`config.mk`:
```
export PLATFORM = sky130hd
export DESIGN_NAME = dram_open_page_command_scheduler_top
export DESIGN_NICKNAME = d
export VERILOG_FILES = /design/src/design/dops_pkg.sv /design/src/design/dops_front.sv /design/src/design/dops_back.sv /design/src/design/dram_open_page_command_scheduler_top.sv
export SDC_FILE = /design/constraint.sdc
export NUM_CORES = 2
export LEC_CHECK = 0
export ABC_AREA = 1
export BUFFER_PORTS_ARGS = -buffer_cell sky130_fd_sc_hd__buf_2
export CAP_MARGIN = 10
export CORE_UTILIZATION = 40
export DETAILED_ROUTE_END_ITERATION = 12
export SLEW_MARGIN = 20
export SYNTH_ARGS = -nofsm -noshare
export SYNTH_HDL_FRONTEND = slang
export SYNTH_SLANG_ARGS = --single-unit
```
`constraint.sdc`:
```
create_clock -name clk -period 10.23 [get_ports clk]
set_clock_uncertainty 0.15 [all_clocks]
set_input_delay 1.5345 -clock clk [delete_from_list [all_inputs] [get_ports clk]]
set_output_delay 1.5345 -clock clk [all_outputs]
set_load 0.005 [all_outputs]
```
`src/design/dops_pkg.sv`:
```
package dops_pkg;

  localparam int unsigned QueueDepthDefault = 16;
  localparam int unsigned BankCountDefault = 8;
  localparam int unsigned BurstCyclesDefault = 4;
  localparam int unsigned CommandSpacingDefault = 4;
  localparam int unsigned ClockRatioDefault = 4;

  localparam int unsigned TurnGap = 2;
  localparam logic [7:0] TimerMax = 8'd255;

  typedef enum logic [2:0] {
    K_ACT    = 3'd0,
    K_PRE    = 3'd1,
    K_RD     = 3'd2,
    K_WR     = 3'd3,
    K_ACCEPT = 3'd4,
    K_FULL   = 3'd5,
    K_ORDER  = 3'd6,
    K_DONE   = 3'd7
  } kind_t;

  typedef enum logic [1:0] {
    PH_IDLE       = 2'd0,
    PH_PRECHARGED = 2'd1,
    PH_ACTIVATED  = 2'd2,
    PH_DATA       = 2'd3
  } phase_t;

  typedef enum logic [2:0] {
    REG_RCD = 3'd0,
    REG_CL  = 3'd1,
    REG_RP  = 3'd2,
    REG_RAS = 3'd3,
    REG_WL  = 3'd4,
    REG_WR  = 3'd5,
    REG_WTR = 3'd6,
    REG_RTP = 3'd7
  } reg_idx_t;

  typedef struct packed {
    logic [5:0] rcd;
    logic [5:0] cl;
    logic [5:0] rp;
    logic [5:0] ras;
    logic [5:0] wl;
    logic [5:0] wr;
    logic [5:0] wtr;
    logic [5:0] rtp;
  } timing_t;

  typedef struct packed {
    logic [13:0] row;
    logic [10:0] column;
    logic [2:0]  bank;
    logic        write;
    logic [31:0] arrival;
  } entry_t;

  typedef struct packed {
    kind_t       kind;
    logic [2:0]  bank;
    logic [13:0] row_or_column;
    logic [33:0] issue_time;
    logic [4:0]  queue_count;
  } result_t;

  // one front-to-back word: a request or a tick
  typedef struct packed {
    logic   tick;
    entry_t entry;
    logic   accept;
    kind_t  kind;
  } job_t;

endpackage

```
`src/design/dops_front.sv`:
```
module dops_front (
  input  logic             clk,
  input  logic             rst,
  input  logic             in_valid,
  output logic             in_ready,
  input  logic [65:0]      in_data,
  output logic             job_valid,
  input  logic             job_ready,
  output dops_pkg::job_t   job
);
  import dops_pkg::*;

  job_t       hold;
  logic       full;
  logic [31:0] addr;

  assign addr = in_data[32:1];
  assign in_ready = !full || job_ready;
  assign job_valid = full;
  assign job = hold;

  always_ff @(posedge clk) begin
    if (rst) begin
      full <= 1'b0;
    end else if (in_ready) begin
      full <= in_valid;
    end
  end

  always_ff @(posedge clk) begin
    if (in_valid && in_ready) begin
      hold.tick <= in_data[0];
      hold.entry.row <= addr[30:17];
      hold.entry.column <= addr[13:3];
      hold.entry.bank <= addr[16:14];
      hold.entry.write <= in_data[33];
      hold.entry.arrival <= in_data[65:34];
      hold.accept <= 1'b0;
      hold.kind <= K_ACCEPT;
    end
  end

endmodule

```
`src/design/dops_back.sv`:
```
module dops_back #(
  parameter int unsigned QUEUE_DEPTH = dops_pkg::QueueDepthDefault,
  parameter int unsigned BURST_CYCLES = dops_pkg::BurstCyclesDefault,
  parameter int unsigned COMMAND_SPACING = dops_pkg::CommandSpacingDefault,
  parameter int unsigned CLOCK_RATIO = dops_pkg::ClockRatioDefault
) (
  input  logic              clk,
  input  logic              rst,
  input  dops_pkg::timing_t tm,
  input  logic              job_valid,
  output logic              job_ready,
  input  dops_pkg::job_t    job,
  output logic              res_valid,
  input  logic              res_ready,
  output dops_pkg::result_t res
);
  import dops_pkg::*;

  localparam int unsigned PtrW = (QUEUE_DEPTH > 1) ? $clog2(QUEUE_DEPTH) : 1;
  localparam int unsigned CntW = $clog2(QUEUE_DEPTH + 1);

  entry_t            store [QUEUE_DEPTH];
  logic [PtrW-1:0]   head_pointer, tail_pointer;
  logic [PtrW-1:0]   head_inc;
  logic [CntW-1:0]   entry_count;
  logic [31:0]       last_arrival;
  logic [7:0]        open_valid;
  logic [13:0]       open_row [8];
  logic [31:0]       activate_stamp [8];
  logic [31:0]       read_stamp [8];
  logic [31:0]       write_stamp [8];
  logic [31:0]       dram_time;
  phase_t            head_phase, head_phase_next;
  logic [7:0]        phase_timer;

  entry_t            hd;
  logic [2:0]        b;
  logic [31:0]       age_a, age_r, age_w;
  logic              emit;
  result_t           r;
  logic              do_act, do_pre, do_acc, do_done;
  logic              fire;
  logic signed [8:0] thr;
  logic [35:0]       now_cpu;

  assign b = hd.bank;
  assign head_inc = (head_pointer == PtrW'(QUEUE_DEPTH - 1)) ? '0 : head_pointer + 1'b1;
  assign age_a = dram_time - activate_stamp[b];
  assign age_r = dram_time - read_stamp[b];
  assign age_w = dram_time - write_stamp[b];
  assign thr = 9'(tm.cl) + 9'(BURST_CYCLES + TurnGap) - 9'(tm.wl);
  assign now_cpu = 36'(dram_time) * 36'(CLOCK_RATIO);

  assign job_ready = !res_valid || res_ready;
  assign fire = job_valid && job_ready;

  // the head is due once dram_time times CLOCK_RATIO has reached its arrival
  always_comb begin
    head_phase_next = head_phase;
    do_act = 1'b0;
    do_pre = 1'b0;
    do_acc = 1'b0;
    do_done = 1'b0;
    if (entry_count != '0 && now_cpu >= 36'(hd.arrival)) begin
      unique case (head_phase)
        PH_IDLE: begin
          if (!open_valid[b]) begin
            do_act = 1'b1;
          end else if (open_row[b] != hd.row) begin
            do_pre = (age_a >= 32'(tm.ras)) && (age_r >= 32'(tm.rtp)) &&
                     ({1'b0, age_w} >= 33'(tm.wl) + 33'(BURST_CYCLES) + 33'(tm.wr));
          end else if (hd.write) begin
            do_acc = (age_w >= 32'(COMMAND_SPACING)) &&
                     (thr <= 0 || age_r >= 32'(unsigned'(thr)));
          end else begin
            do_acc = (age_r >= 32'(COMMAND_SPACING)) &&
                     ({1'b0, age_w} >= 33'(tm.wl) + 33'(BURST_CYCLES) + 33'(tm.wtr));
          end
        end
        PH_PRECHARGED: do_act = phase_timer >= 8'(tm.rp);
        PH_ACTIVATED:  do_acc = phase_timer >= 8'(tm.rcd);
        PH_DATA: do_done = 9'(phase_timer) >=
                           9'(hd.write ? tm.wl : tm.cl) + 9'(BURST_CYCLES);
        default: ;
      endcase
    end
    if (do_act) head_phase_next = PH_ACTIVATED;
    if (do_pre) head_phase_next = PH_PRECHARGED;
    if (do_acc) head_phase_next = PH_DATA;
    if (do_done) head_phase_next = PH_IDLE;
  end

  always_comb begin
    emit = 1'b1;
    r.bank = job.entry.bank;
    r.row_or_column = '0;
    r.issue_time = now_cpu[33:0];
    r.queue_count = 5'(entry_count);
    r.kind = K_ACCEPT;
    if (!job.tick) begin
      if (entry_count >= CntW'(QUEUE_DEPTH)) begin
        r.kind = K_FULL;
      end else if (job.entry.arrival < last_arrival) begin
        r.kind = K_ORDER;
      end else begin
        r.queue_count = 5'(entry_count + 1'b1);
      end
    end else begin
      r.bank = b;
      emit = do_act || do_pre || do_acc || do_done;
      if (do_act) begin
        r.kind = K_ACT;
        r.row_or_column = hd.row;
      end else if (do_pre) begin
        r.kind = K_PRE;
      end else if (do_acc) begin
        r.kind = hd.write ? K_WR : K_RD;
        r.row_or_column = {3'b000, hd.column};
      end else begin
        r.kind = K_DONE;
        r.queue_count = 5'(entry_count - 1'b1);
      end
    end
  end

  // head register: load the first word into an empty queue, advance on completion
  always_ff @(posedge clk) begin
    if (fire && !job.tick && r.kind == K_ACCEPT && entry_count == '0) begin
      hd <= job.entry;
    end else if (fire && job.tick && do_done) begin
      hd <= store[head_inc];
    end
  end

  always_ff @(posedge clk) begin
    if (rst) begin
      res_valid <= 1'b0;
      head_pointer <= '0;
      tail_pointer <= '0;
      entry_count <= '0;
      last_arrival <= '0;
      open_valid <= '0;
      dram_time <= '0;
      head_phase <= PH_IDLE;
      phase_timer <= '0;
      for (int i = 0; i < 8; i++) begin
        activate_stamp[i] <= '0;
        read_stamp[i] <= '0;
        write_stamp[i] <= '0;
      end
    end else begin
      if (fire) begin
        res_valid <= emit;
      end else if (res_ready) begin
        res_valid <= 1'b0;
      end
      if (fire) begin
        res <= r;
        if (!job.tick) begin
          if (r.kind == K_ACCEPT) begin
            store[tail_pointer] <= job.entry;
            tail_pointer <= (tail_pointer == PtrW'(QUEUE_DEPTH - 1)) ? '0
                            : tail_pointer + 1'b1;
            entry_count <= entry_count + 1'b1;
            last_arrival <= job.entry.arrival;
          end
        end else begin
          head_phase <= head_phase_next;
          if (emit) begin
            phase_timer <= 8'd1;
          end else if (phase_timer < TimerMax) begin
            phase_timer <= phase_timer + 1'b1;
          end
          dram_time <= dram_time + 1'b1;
          if (do_act) begin
            open_valid[b] <= 1'b1;
            open_row[b] <= hd.row;
            activate_stamp[b] <= dram_time;
          end
          if (do_pre) open_valid[b] <= 1'b0;
          if (do_acc) begin
            if (hd.write) write_stamp[b] <= dram_time;
            else read_stamp[b] <= dram_time;
          end
          if (do_done) begin
            head_pointer <= head_inc;
            entry_count <= entry_count - 1'b1;
          end
        end
      end
    end
  end

  logic unused;
  assign unused = ^{job.accept, job.kind};

endmodule

```
`src/design/dram_open_page_command_scheduler_top.sv`:
```
// A word is registered in the front part and its result in the back part before the result port.
// Throughput: one word per cycle while the result side takes each result.
// The rate is set by the single-cycle head step in the back part.
// Reset (rst, synchronous, active high) empties the queue, closes all banks,
// zeroes the time and stamps and loads the default timing registers.
module dram_open_page_command_scheduler_top #(
  parameter int unsigned QUEUE_DEPTH = dops_pkg::QueueDepthDefault,
  parameter int unsigned BURST_CYCLES = dops_pkg::BurstCyclesDefault,
  parameter int unsigned COMMAND_SPACING = dops_pkg::CommandSpacingDefault,
  parameter int unsigned CLOCK_RATIO = dops_pkg::ClockRatioDefault
) (
  input  logic        clk,
  input  logic        rst,
  input  logic        s_tvalid,
  output logic        s_tready,
  input  logic [71:0] s_tdata,   // address, is_write, arrival_time, zero pad
  input  logic        s_tuser,   // mode
  output logic        m_tvalid,
  input  logic        m_tready,
  output logic [63:0] m_tdata,   // kind, bank, row_or_column, issue_time, queue_count, pad
  input  logic        psel,
  input  logic        penable,
  input  logic        pwrite,
  input  logic [4:0]  paddr,
  input  logic [31:0] pwdata,
  output logic [31:0] prdata,
  output logic        pready
);
  import dops_pkg::*;

  timing_t tm;
  job_t    job;
  logic    job_valid, job_ready;
  result_t res;
  logic [2:0] ridx;

  assign pready = 1'b1;
  assign ridx = paddr[4:2];

  always_ff @(posedge clk) begin
    if (rst) begin
      tm <= '{rcd: 6'd14, cl: 6'd14, rp: 6'd14, ras: 6'd36,
              wl: 6'd10, wr: 6'd16, wtr: 6'd8, rtp: 6'd8};
    end else if (psel && penable && pwrite && paddr[1:0] == 2'b00) begin
      unique case (reg_idx_t'(ridx))
        REG_RCD: tm.rcd <= pwdata[5:0];
        REG_CL:  tm.cl  <= pwdata[5:0];
        REG_RP:  tm.rp  <= pwdata[5:0];
        REG_RAS: tm.ras <= pwdata[5:0];
        REG_WL:  tm.wl  <= pwdata[5:0];
        REG_WR:  tm.wr  <= pwdata[5:0];
        REG_WTR: tm.wtr <= pwdata[5:0];
        REG_RTP: tm.rtp <= pwdata[5:0];
        default: ;
      endcase
    end
  end

  always_comb begin
    prdata = '0;
    unique case (reg_idx_t'(ridx))
      REG_RCD: prdata[5:0] = tm.rcd;
      REG_CL:  prdata[5:0] = tm.cl;
      REG_RP:  prdata[5:0] = tm.rp;
      REG_RAS: prdata[5:0] = tm.ras;
      REG_WL:  prdata[5:0] = tm.wl;
      REG_WR:  prdata[5:0] = tm.wr;
      REG_WTR: prdata[5:0] = tm.wtr;
      REG_RTP: prdata[5:0] = tm.rtp;
      default: ;
    endcase
    if (paddr[1:0] != 2'b00) prdata = '0;
  end

  dops_front u_front (
    .clk(clk), .rst(rst),
    .in_valid(s_tvalid), .in_ready(s_tready),
    .in_data({s_tdata[64:33], s_tdata[32], s_tdata[31:0], s_tuser}),
    .job_valid(job_valid), .job_ready(job_ready), .job(job)
  );

  dops_back #(
    .QUEUE_DEPTH(QUEUE_DEPTH), .BURST_CYCLES(BURST_CYCLES),
    .COMMAND_SPACING(COMMAND_SPACING), .CLOCK_RATIO(CLOCK_RATIO)
  ) u_back (
    .clk(clk), .rst(rst), .tm(tm),
    .job_valid(job_valid), .job_ready(job_ready), .job(job),
    .res_valid(m_tvalid), .res_ready(m_tready), .res(res)
  );

  assign m_tdata = {5'b0, res.queue_count, res.issue_time, res.row_or_column,
                    res.bank, res.kind};

  logic unused;
  assign unused = ^{s_tdata[71:65], pwdata[31:6]};

endmodule

```
======== Yosys cells after proc, flatten, opt, wreduce, memory -nomap -nowiden ========
Memory sizes are Yosys's and may differ from the RTL's. A register that Yosys moved wholly into a read port is not among the register bits.
Index checks and enable logic that the tools add are counted.
word-level totals
  flip-flop bits (word level) ............. 325
  RAM bits ................................ 1,856
  input port bits ......................... 117
  memories kept ........................... 5
cells by class
  $add $sub $neg .......................... 15
  order comparisons ....................... 17
  equal/unequal tests ..................... 15
  mux-type cells .......................... 96
  bitwise operators ....................... 5
  reduce and logical (&&, ||, !) cells .... 54
memory list
  memory                 words  width  rd ports  clocked after Yosys merged registers in  wr ports  RTL line         source
  u_back.store           16     61     1         0                                        1         dops_back.sv:22  entry_t store [QUEUE_DEPTH];
  u_back.activate_stamp  8      32     1         1                                        8         dops_back.sv:29  logic [31:0] activate_stamp [8];
  u_back.read_stamp      8      32     1         1                                        8         dops_back.sv:30  logic [31:0] read_stamp [8];
  u_back.write_stamp     8      32     1         1                                        8         dops_back.sv:31  logic [31:0] write_stamp [8];
  u_back.open_row        8      14     1         1                                        1         dops_back.sv:28  logic [13:0] open_row [8];
operators by type and width
  operator                                              count
  2-to-1 mux 61 bit                                     2
  2-to-1 mux 32 bit                                     3
  OR reduction 32 bit                                   3
  subtractor 32 bit                                     3
  adder 33 x 6 -> 33 bit                                2
  >= comparator 32 x 33 -> 1 bit                        2
  >= comparator 32 x 3 -> 1 bit, second input constant  2
  >= comparator 32 x 6 -> 1 bit                         2
  2-to-1 mux 8 bit                                      7
  one-hot mux 6 bit (8 select lines)                    1
  2-to-1 mux 1 bit                                      45
  2-to-1 mux 5 bit                                      9
  2-to-1 mux 3 bit                                      12
  >= comparator 34 x 32 -> 1 bit                        1
  adder 32 x 1 -> 32 bit, second input constant         1
  >= comparator 32 x 9 -> 1 bit                         1
  less-than comparator 32 bit                           1
  2-to-1 mux 14 bit                                     2
  AND reduction 2 bit                                   10
  2-to-1 mux 17 bit                                     1
  >= comparator 8 x 6 -> 1 bit                          2
  logical AND 1 bit                                     16
  equality test 3 bit, second input constant            5
  AND reduction 3 bit                                   5
  39 further kinds                                      64

======== Logic depth before layout (Yosys ltp) ========
  depth in word-level cells ............... 20
  mapped depth ............................ 40

======== Cells and area by module ========
From an unflattened synthesis, not the netlist that was laid out.
unflattened totals
  cell total of the unflattened synthesis .. 9,485
  area total of the unflattened synthesis .. 99,814.5 um2
by module, submodules not included
  module                                instances  cells each  area each (um2)  seq. area each (um2)
  dops_back                             1          9,040       95,243.8         61,258.8
  dram_open_page_command_scheduler_top  1          371         2,623.8          960.9
  dops_front                            1          74          1,946.9          1,881.8

======== Worst setup path after synthesis ========
Ideal clock, no wire load.
  kind .................................... register to register
  start point ............................. register with a tool-made name
  end point ............................... memory u_back.store[3][0] (netlist bit) (enable)
  arrival ................................. 8,893 ps
  data required time ...................... 9,525 ps
  path slack .............................. 632 ps
  stages on the path, launching flop included .. 31
  buffers on the path ..................... 5
  period minus slack after synthesis ...... 9,598 ps
  cells stage by stage .................... dfxtp_1 > inv_1 > buf_2 > buf_2 > clkbuf_1 > clkbuf_1 > clkbuf_1 > o21ai_0 > a31oi_1 > ha_1 > inv_1 > fa_1 > nand3_1 > nand3_1 > xor2_1 > ha_1 > nand2_1 > or4_1 > nor2_1 > nand3b_1 > nand2_1 > nand3_1 > nand2_1 > nand2_1 > nand2_2 > nand3_2 > nand2_2 > nand2_2 > nor2_4 > nand2_2 > nor3_1
RTL lines
  what           RTL line
  end, declared  dops_back.sv:22

==> qor.csv <==
metric,value,unit
vias,72057,
power,0.01876,W
cpPeakStageDelay,0.70,ns
min-delay-start,u_back.open_valid[2],
die_x,498.9,um
drc,0,
cellLeakagePower,38.41,nW
numCtsBuffers,214,
overflow,0,
insertion_delay,0.88,ns
drtPass1Iterations,6,
std_cell_rows,182,
finalCritPeriodShare,0.8013,
synth_largest_area_cell,edfxtp_1,
stdcell_area,110100,um^2
yosys_warnings,0,
numPortBuffers,144,
avgSynthCellArea,10.62,um^2
max_slew_margin,0.1609,
vdd_drop_max,198.7,uV
required,10.62,ns
drive_above_1_share,0.07845,
fillers,22654,
post_cts_buffers,0,
cpMostUsedCell,nand2_1,
dp.final_hpwl,187700,um
tns,0,ns
start_util,0.4020,
start_kind,flip-flop,
crit_fanout,155,
wl_per_cell,24.68,um
p_per_area,170.4,nW/um^2
wl,313700,um
setup_viol,0,
mostFrequentLayoutCells,"nor2_1, edfxtp_1, o21ai_0",
cts_sinks,2184,
clock-root-buffer,clkbuf_16,
path_clk_slew,0.06,ns
slowest_stage,dfxtp_4,
cap_viol_max_count,0,
worstMarginPinSlew,1.249,ns
gp_congestion,0.9549,
cp.arrival,8.59,ns
drt_iter0_drc,7788,
yosysUniqueCellTypes,57,
hp-class,reg2reg,
synth_area,98770,um^2
critical_path_class,reg2reg,
h-tree-depth,4,
antenna_found_initial,23,
num_io_pins,216,
synth-seq-cells,2184,
ant_nets,0,
fmax,122.0,MHz
core,245700,um^2
dieArea,248900,um^2
grt_pass1_vias,68900,
viasPerCell,5.668,
placed_area,103000,um^2
grt_max_degree,226,
syn_to_final_growth,11.45,%
critical_path.endpoint_type,flip-flop,
drv_slew,0,
cts_tree,yes,
clockBufferDepth,3,
synthCells,9300,
yosysTopAreaCellShare,0.6190,
yosysSeqAreaShare,0.6490,
nNetsFinal,9667,
hold_violations,0,
track_usage,0.2457,
synth_area_leaders,"edfxtp_1, nor2_1, o21ai_0",
outcome,finished clean,
rsz0062_at_grt,false,
timing.final.crit_period,8.197,ns
final_common_cell,nor2_1,
ctsResizeCount,0,
cts_hold_buf,0,
die_h,498.9,um
grt_pass1_wl,454500,um
==> layer usage <==
layer  vias to the layer above  part of all wire  global-route usage
met2                      2973              0.48              0.4095
met4                         8             0.044              0.1067
met3                       582             0.072             0.03603
met5                         -           0.00018                   0
met1                     35672              0.40              0.3178
li1                      32822                 -                   -
==> path summary, 6_finish.rpt <==
| kind | end | slack (ns) | depth (start not counted) |
|---|---|---|---|
| max | u_back.store[4][50] | 2.03 | 35 |
| min | u_back.open_valid[2] | 0.31 | 2 |
| max reg2reg | u_back.store[4][50] | 2.03 | 35 |
| min reg2reg | u_back.open_valid[2] | 0.31 | 2 |
==> metrics by stage <==
stage | std cells | util | hold slack (ns) | setup slack (ns)
2_1_floorplan | 9332 | - | 0.2839 | 0.6318
3_3_place_gp | 12303 | 0.4192 | 0.2932 | 2.170
3_5_place_dp | 12303 | 0.4192 | 0.3059 | 2.162
4_1_cts | 12704 | 0.4479 | 0.3154 | 2.147
5_1_grt | 12705 | 0.4479 | 0.3378 | 1.668
6_report | 12714 | 0.4480 | 0.3135 | 2.033
==> final cells by class <==
type                    count  area (um^2)  share of cell area
clock buffers             273         5733             0.05208
multi-input cells        6033        30380              0.2760
well taps                3220         4029             0.03660
inverters                 526         2007             0.01823
clock inverters           128         1325             0.01204
flip-flops and latches   2184        64110              0.5824
repair buffers            340         2467             0.02241
diodes                     10        25.02           0.0002273
==> cells by family after synthesis <==
kind of cell / after synthesis / share of synthesized area
compound gates: 2077 / 0.1205
xor+xnor: 80 / 0.007094
fa+ha+maj: 251 / 0.03233
buf+inv: 1115 / 0.04644
flops: 2184 / 0.6490
other cells: 2 / 0.00007603
simple gates: 3591 / 0.1446
==> report_power, final <==
| group | internal [W] | total (W) | switching, W |
|---|---|---|---|
| Combinational | 0.000218 | 0.000799 | 0.000581 |
| Clock | 0.00446 | 0.00795 | 0.00349 |
| Sequential | 0.00990 | 0.0100 | 0.000105 |
==> worst max-delay path: cells and delay by family, from the launching register on <==
family	cells	cell delay, ns
simple gates	24	3.41
xor+xnor	1	0.37
fa+ha+maj	2	0.65
compound gates	4	0.96
flops	1	0.70
buf+inv	4	1.33
==> registers in the layout, indices dropped and copies added (netlist names), 4 cells and up, named ones only <==
name / flops
u_back.store: 976
u_back.activate_stamp: 256
u_back.read_stamp: 256
u_back.write_stamp: 256
u_back.open_row: 112
u_front.job: 62
u_back.hd: 58
u_back.res: 57
tm: 48
u_back.dram_time: 32
u_back.last_arrival: 32
u_back.open_valid: 8
u_back.phase_timer: 8
u_back.entry_count: 5
u_back.head_pointer: 4
u_back.tail_pointer: 4
==> synthesized netlist by cell type, drive strengths merged <==
| cell | count |
|---|---|
| nor2 | 2103 |
| edfxtp | 2036 |
| o21ai | 1247 |
| nand2 | 1070 |
| inv | 498 |
| clkbuf | 445 |
| ha | 244 |
| a21oi | 243 |
| o221ai | 243 |
| nand3 | 240 |
| o22ai | 209 |
| dfxtp | 148 |
| buf | 144 |
| nor3 | 69 |
| xor2 | 63 |
| nand4 | 61 |
| o211ai | 38 |
| a31oi | 31 |
| clkinv | 28 |
| nand3b | 22 |
| xnor2 | 17 |
| a211oi | 15 |
| a221oi | 14 |
| nor4 | 13 |
| o21a | 13 |
| fa | 7 |
| and2 | 6 |
| a21boi | 5 |
| o21bai | 5 |
| a21o | 3 |
| a31o | 3 |
| and3 | 2 |
| conb | 2 |
| o2111ai | 2 |
| or2 | 2 |
| a2111oi | 1 |
| a22o | 1 |
| a22oi | 1 |
| a32oi | 1 |
| nor3b | 1 |
| o31ai | 1 |
| o41ai | 1 |
| or3 | 1 |
| or4 | 1 |
(Power assumes the default switching activity.)
